File: src/rtl/lpm_ram.sv
// Generic single-port-write, single-port-read RAM with registered read.
`default_nettype none
module lpm_ram #(
   parameter int Width = 8,
   parameter int Depth = 16
) (
   input  wire logic                     clock,
   input  wire logic                     wr_en,
   input  wire logic [$clog2(Depth)-1:0] wr_addr,
   input  wire logic [Width-1:0]         wr_data,
   input  wire logic [$clog2(Depth)-1:0] rd_addr,
   output logic      [Width-1:0]         rd_data
);
   logic [Width-1:0] mem [Depth];

   // Write and read, read data registered.
   always_ff @(posedge clock) begin
      if (wr_en) mem[wr_addr] <= wr_data;
      rd_data <= mem[rd_addr];
   end
endmodule
`default_nettype wire

File: config.mk
export PLATFORM = sky130hd
export DESIGN_NAME = lpm_ram
export DESIGN_NICKNAME = d
export VERILOG_FILES = /design/src/rtl/lpm_ram.sv
export SDC_FILE = /design/constraint.sdc
export NUM_CORES = 1
export LEC_CHECK = 0
export ABC_CLOCK_PERIOD_IN_PS = 3950
export BUFFER_PORTS_ARGS = -buffer_cell sky130_fd_sc_hd__buf_4
export CORE_ASPECT_RATIO = 1.1
export CORE_MARGIN = 1
export CORE_UTILIZATION = 51
export CTS_CLUSTER_SIZE = 20
export DETAILED_ROUTE_END_ITERATION = 6
export PLACE_DENSITY = 0.77
export RECOVER_POWER = 100
export REMOVE_ABC_BUFFERS = 1
export SLEW_MARGIN = 20
export SYNTH_ARGS = -nofsm -noshare
export SYNTH_HDL_FRONTEND = slang
export SYNTH_SLANG_ARGS = --single-unit
File: constraint.sdc
create_clock -name clock -period 3.95 [get_ports clock]
set_clock_uncertainty 0.05 [all_clocks]
set_input_delay 0.1975 -clock clock [delete_from_list [all_inputs] [get_ports clock]]
set_output_delay 0.1975 -clock clock [all_outputs]
set_load 0.02 [all_outputs]
== After elaboration in Yosys (flattened, before gate mapping) ==
Memory sizes are Yosys's and may differ from the RTL's. A register that Yosys moved wholly into a read port is not among the register bits.
Cells that the tools add are included.

* Bits in writable memories: 128
* Flip-flop bits (word level): 0
* Output and inout bits: 8
* Input bits: 18
* Bits in latches: 0
* Bits in read-only memories: 0
* Memories: 1
* Logic and storage cells: 3

* Muxes and demuxes: 2
* Div/mod/pow operators: 0
* Bitwise gates (word level): 0
* Add/subtract/negate cells: 0
* Shifts and indexed selects: 0
* Order comparisons: 0
* Reduce and logical (&&, ||, !) cells: 0
* Equality and inequality tests: 0
* Multiply operators: 0

{| class="wikitable"
|+ Memories
! name !! depth !! width !! read ports !! clocked after memory_dff !! wr ports !! RTL line !! text
|-
| mem || 16 || 8 || 1 || 1 || 1 || 14 || <nowiki>logic [Width-1:0] mem [Depth];</nowiki>
|}

{| class="wikitable"
|+ Operators with widths
! cell !! count
|-
| 1-bit two-way mux || 2
|}

== Logic depth before layout (Yosys ltp) ==
Gate-level depths: netlist of the first run.

* Word-level depth: 2
* Gate-level depth with buffers: 5
* Mapped depth without buffers: 3

== Worst setup path after synthesis of the first run ==
No wires, ideal clock.

* Path type: in2reg
* Start point: input wr_addr[2]
* End point: memory mem[0][0], enable pin
* Setup time: 383 ps
* Arrival: 1307 ps
* Required time: 3517 ps
* Setup slack: 2210 ps
* Path buffers: 0
* Stages on the path: 2
* Path through: or3b_2 -> nor3_1

{| class="wikitable"
|+ RTL lines
! item !! RTL line !! text
|-
| start: declaration || 9 || <nowiki>input wire logic [$clog2(Depth)-1:0] wr_addr,</nowiki>
|-
| end: declaration || 14 ||
|}

No word-level cell before the write port.

== Worst setup path in the final report of the first run ==
* Start point: input wr_en
* End point: memory mem[0][1], enable pin

* Longest elaborated chain between the ends: 2

{| class="wikitable"
|+ Ends and longest elaborated chain
! item !! RTL line !! text
|-
| start: declaration || 8 || <nowiki>input wire logic wr_en,</nowiki>
|-
| 1-bit two-way mux || 18 || <nowiki>if (wr_en) mem[wr_addr] <= wr_data;</nowiki>
|-
| 1-bit two-way mux (implied by the code) || 18 ||
|}

Every way passes these cells.

==> results of run 1 <==
-- power by group --
part / internal (mW) / total (mW) / switching, mW
combinational: 0.0594 / 0.154 / 0.0943
sequential: 1.61 / 1.62 / 0.00862
clock: 0.958 / 1.50 / 0.547
-- how the worst max path moves through the flow --
stage                    start   endpoint  cells past startpoint  slack [ns]
finish                   wr_en  mem[0][1]                      3        2.32
global route             wr_en  mem[0][1]                      3        2.25
CTS                 wr_addr[2]  mem[0][1]                      3        2.35
detailed placement  wr_addr[2]  mem[0][7]                      3        1.83
global placement    wr_addr[2]  mem[0][1]                      3        1.90
floorplan           wr_addr[2]  mem[0][0]                      2        2.21
-- layout make-up --
class,instances,area (µm²),share of cell area [%]
flip-flops and latches,136,4000,66.8
multi-input cells,83,1060,17.7
clock buffers,23,477,7.96
repair buffers,36,204,3.41
well taps,120,150,2.51
clock inverters,9,97.6,1.63
-- cell usage after synthesis --
library cell / n
nand3b_1: 2
mux4_2: 18
and2b_1: 1
buf_2: 3
nor2_1: 13
or3b_2: 1
nor3_1: 4
nor2b_1: 1
a22oi_1: 16
nand2_1: 9
buf_6: 3
dfxtp_1: 8
nand2b_1: 2
nand3_1: 1
clkdlybuf4s25_2: 3
and2_1: 1
buf_4: 1
edfxtp_1: 128
mux4_1: 14
-- cell families (layout without fill, tap and decap cells) --
logic type / count (synthesis) / after routing
buffers and inverters: 10 / 68
DFF: 136 / 136
muxes: 32 / 32
AOI/OAI and AO/OA: 16 / 16
and+or+nand+nor: 35 / 35
-- state kept, by name, summed over array words and instances, names as in the netlist --
name     count
mem        128
rd_data      8
-- metal layers --
layer,global-route usage (%),up-vias,wire length [µm]
met5,0,-,0
met4,10.6,0,338
met3,5.65,25,648
met2,32.3,117,4740
met1,26.1,1263,3840
li1,-,1068,-
-- worst max-delay path, cell delays in order --
cell and delay [ns]:
clkbuf_1 0.14, or3b_2 0.51, nor3_1 0.85
-- metrics by stage --
step / instance area, µm² / power (mW) / utilization [%] / hold slack, ns
floorplan: 5060 / 1.73 / - / 0.246
global placement: 5420 / 1.81 / 55.1 / 0.447
detailed placement: 5420 / 1.81 / 55.1 / 0.460
CTS: 6080 / 3.32 / 61.7 / 0.0705
global route: 5990 / 3.38 / 60.9 / 0.0871
finish: 5990 / 3.28 / 60.9 / 0.0971
-- timing repair --
action,CTS,global route
gates resized for setup,0,0
setup buffers,0,0
hold buffers,8,0
endpoints found under the hold margin,128,0
==> out/metrics.cfg, run 1 <==
[outcome]
status=finished, violations left
violations=design-rule violations

[critical_path]
critPathKind=in2reg
critPathLaunchType=input pin
crit-reg2reg-launch=mem[7][4]
endpoint_kind=flop
r2r_end=rd_data[4]
cp_data_arrival_time_ns=1.71
ff2ff_path_depth=3
crit_path_max_fanout=8
worst-r2r-setup-slack_ns=2.49
critPathRequiredTime_ns=4.03

[synthesis]
ys_types=19
yosysSeqAreaShare_pct=77.8
syn_area_per_cell_um2=22.5
ys_warn_count=0
netlist_area_mm2=0.00515
synth.area.top_cells=edfxtp_1, mux4_2, mux4_1
yosys_register_bits=136
synth_top_area_share_pct=74.7
synthSimpleGateAreaFrac_pct=3.18
synth_top_cell_by_area=edfxtp_1
synthAdderAreaFrac_pct=0
synthCells=229
synth_compound_area_share_pct=2.33
synth_top_family_by_area=multiplexers
muxShareOfSynthArea_pct=15.0
synth_xor_area_share_pct=0

[placed_design]
detailedPlace.worstSlack_ns=1.83
place.gp.congestion=0.839
place_inst=367
portBuffers=25
place_hpwl_mm=5.65

[global_routing]
grt_first_pass_wirelength_mm=14.6
grt_overflow=0
track_usage_pct=20.4
antenna_found_initial=0
grt_max_degree=33
grt_pass1_vias=2567

[clock_network]
clockRootBuffer=clkbuf_8
tritoncts=yes
cts_buffers=17
clk-insertion-delay-late_ns=0.51
clockBufferDepth=2
htreeDepth=4
cts.sinks=136
clk_pin_slew_ns=0.06

[timing]
period_minus_slack_ns=1.63
max-slew-margin-rel_pct=26.7
fin_tns_setup_ns=0
achievable-frequency_ghz=0.615
setup_viol=0
setup_ws_ns=2.32
min_period_over_period_pct=41.2
tightest_slew_ns=1.09
rsz0062_at_grt=no
drv_slew=0
hold_violations=0

[finish]
drive_gt1_share_pct=18.8
nets=292
layout_common_cells=edfxtp_1, clkbuf_1, mux4_2, a22oi_1, clkbuf_16
fillers=681
final_cell_count_no_fill=407
n_antenna_cell=0
area_growth_pct=16.4
layout_commonest_cell=edfxtp_1

[floorplan]
io_pins=26
num_rows=38
die_h_um=107
die_w_um=97.8
coreArea_mm2=0.00984
start_util_pct=52.3
die-area_mm2=0.0105

[hold_path]
hold_class=in2reg
hold_start=wr_addr[0]
whs_endpoint=mem[4][6]
holdPathStages=2

[route]
drt_iter0_drc=274
wl_per_cell_um=23.5
vias=2473
viasPerCell=6.08
drt_wl_total_mm=9.57
drt-pass1-iter-count=6
drcViolationCount=1
antenna_left=0

[power_and_ir_drop]
leakagePower_nw=1.96
powerDensity_mw_per_mm2=548
ir_drop_v=0.000323

[flow_run]
drv_cap=0

No activity file was read; power rests on OpenSTA's default activity.
==> run 2, diff against run 1 <==
--- a/config.mk
+++ b/config.mk
@@ -5,14 +5,14 @@
 export SDC_FILE = /design/constraint.sdc
 export NUM_CORES = 1
 export LEC_CHECK = 0
-export ABC_CLOCK_PERIOD_IN_PS = 3950
+export ABC_CLOCK_PERIOD_IN_PS = 1300
 export BUFFER_PORTS_ARGS = -buffer_cell sky130_fd_sc_hd__buf_4
 export CORE_ASPECT_RATIO = 1.1
 export CORE_MARGIN = 1
 export CORE_UTILIZATION = 51
 export CTS_CLUSTER_SIZE = 20
 export DETAILED_ROUTE_END_ITERATION = 6
-export PLACE_DENSITY = 0.77
+export PLACE_DENSITY = 0.8
 export RECOVER_POWER = 100
 export REMOVE_ABC_BUFFERS = 1
 export SLEW_MARGIN = 20
==> constraint.sdc (replaced) <==
create_clock -name clock -period 1.3 [get_ports clock]
set_clock_uncertainty 0.05 [all_clocks]
set_input_delay 0.065 -clock clock [delete_from_list [all_inputs] [get_ports clock]]
set_output_delay 0.065 -clock clock [all_outputs]
set_load 0.02 [all_outputs]
==> out/metrics.cfg, run 2 (synthesis gave the netlist of run 1 again) <==
[finish]
regArea_mm2=0.00400  ; unchanged
reg_top3=mem: 128 flops, rd_data: 8 flops  ; unchanged
fillers=630  ; was 681
layout_common_cells=edfxtp_1, mux4_2, buf_4, clkbuf_1, clkbuf_16  ; was edfxtp_1, clkbuf_1, mux4_2, a22oi_1, clkbuf_16
drive_gt1_share_pct=34.4  ; was 18.8%
layout_commonest_cell=edfxtp_1  ; unchanged
multi_input_area_mm2=0.00105  ; was 0.00106 mm²
largest_reg_flops=128  ; unchanged
largest_register=mem  ; unchanged
n_antenna_cell=0  ; unchanged
nets=322  ; was 292
area_growth_pct=22.2  ; was 16.4%
final_cell_count_no_fill=437  ; was 407

[outcome]
status=finished, violations left  ; unchanged
violations=design-rule violations, negative setup slack  ; was design-rule violations

[placed_design]
place_hpwl_mm=6.34  ; was 5.65 mm
portBuffers=25  ; unchanged
detailedPlace.worstSlack_ns=-0.180  ; was 1.83 ns
place_inst=394  ; was 367
place.gp.congestion=0.733  ; was 0.839

[power_and_ir_drop]
pwr-share-clk_pct=46.7  ; was 45.9%
p_int_mw=8.25  ; was 2.63 mW
leakagePower_nw=2.10  ; was 1.96 nW
swShare_pct=20.3  ; was 19.8%
pwr-share-seq_pct=47.8  ; was 49.5%
switchingPower_mw=2.10  ; was 0.650 mW
powerDensity_mw_per_mm2=1640  ; was 548 mW/mm²
ir_drop_v=0.00115  ; was 0.000323 V
combPwrFrac_pct=5.5  ; was 4.7%

[floorplan]
start_util_pct=52.3  ; unchanged
die_h_um=107  ; unchanged
num_rows=38  ; unchanged
coreArea_mm2=0.00984  ; unchanged
die_w_um=97.8  ; unchanged
die-area_mm2=0.0105  ; unchanged
io_pins=26  ; unchanged

[timing]
period_minus_slack_ns=1.35
fin_tns_setup_ns=-0.206  ; was 0 ns
rsz0062_at_grt=yes  ; was no
min_period_over_period_pct=104
setup_ws_ns=-0.0546  ; was 2.32 ns
setup_viol=12  ; was 0
drv_slew=0  ; unchanged
holdWs_ns=0.101  ; was 0.0971 ns
max-slew-margin-rel_pct=41.5  ; was 26.7%
hold_violations=0  ; unchanged
achievable-frequency_ghz=0.738
tightest_slew_ns=0.875  ; was 1.09 ns

[global_routing]
grt_overflow=0  ; unchanged
grt_pass1_vias=2701  ; was 2567
track_usage_pct=22.4  ; was 20.4%
antenna_found_initial=0  ; unchanged
grt_max_degree=21  ; was 33
grt_first_pass_wirelength_mm=16.2  ; was 14.6 mm

[critical_path]
critPathLaunchType=flop  ; was input pin
critPathRequiredTime_ns=1.65  ; was 4.03 ns
endpoint_kind=flop  ; unchanged
cp_data_arrival_time_ns=1.70  ; was 1.71 ns
crit_path_max_fanout=1  ; was 8
critPathKind=reg2reg  ; was in2reg

[clock_network]
clk_pin_slew_ns=0.06  ; about the same
tritoncts=yes  ; unchanged
htreeDepth=4  ; unchanged
clockRootBuffer=clkbuf_8  ; unchanged
clk-insertion-delay-late_ns=0.51  ; about the same
cts.sinks=136  ; unchanged
post_cts_buffers=0  ; unchanged
clockBufferDepth=2  ; unchanged
cts_buffers=17  ; unchanged

[route]
viasPerCell=6.05  ; was 6.08
drt_iter0_drc=368  ; was 274
drt-pass1-iter-count=7  ; was 6
drcViolationCount=2  ; was 1
wl_per_cell_um=24.1  ; was 23.5 µm
antenna_left=0  ; unchanged
vias=2643  ; was 2473
drt_wl_total_mm=10.5  ; was 9.57 mm

[flow_run]
drv_cap=0  ; unchanged

[hold_path]
hold_class=in2reg  ; unchanged

## run 2: changes by cell type in the layout (fill, tap and decap cells not counted), sizes merged
cell and delta:
buf +21, bufinv +2, clkbuf +1, clkinv -1, clkinvlp +3, dlygate4sd3 +3, inv +1
## run 2: worst max-delay path, cell delays in order (launching register included)
cell and delay, ns:
edfxtp_1 0.41, mux4_2 0.53, a22oi_2 0.18, nand2_1 0.07
## run 2: path summary, 6_finish.rpt
check / start / endpoint / slack (ns) / cells past startpoint
worst max-delay path: mem[2][3] / rd_data[3] / -0.05 / 3
worst min-delay path: rd_addr[2] / rd_data[0] / 0.10 / 4
worst max register to register: mem[2][3] / rd_data[3] / -0.05 / 3
worst min register to register: mem[14][2] / rd_data[2] / 0.62 / 3
## run 2: power by group through the flow
stage | registers (mW) | clock network (mW) | logic, mW
floorplan | 5.05 | 0 | 0.196
global placement | 5.02 | 0 | 0.528
detailed placement | 5.03 | 0 | 0.548
CTS | 4.94 | 4.88 | 0.607
global route | 4.95 | 5.09 | 0.609
finish | 4.94 | 4.83 | 0.569
## run 2: what timing repair did
action	CTS	global route
pin swaps	9	1
endpoints found under the hold margin	132	0
gates resized for setup	21	1
hold buffers	11	0
setup endpoints to repair	7	8
## run 2: stage by stage
stage	instance area (µm²)	power, mW	utilization (%)
after CTS	6370	10.4	64.8
after detailed placement	5670	5.58	57.7
after floorplan	5060	5.25	-
after global placement	5670	5.55	57.7
final	6290	10.3	63.9
after global routing	6290	10.7	63.9
## run 2: cell type report
class	instances	share of cell area [%]
sequential	136	63.6
multi-input combinational	83	16.7
timing repair buffer	66	7.72
clock buffer	18	6.64
clock inverter	14	2.88
tap	120	2.39
## run 2: layer usage
layer	vias to the layer above	wire length, µm	track usage (%)
met2	152	5260	35.8
met4	0	185	9.52
met1	1357	4200	29.0
met5	-	0	0
li1	1117	-	-
met3	17	877	6.69
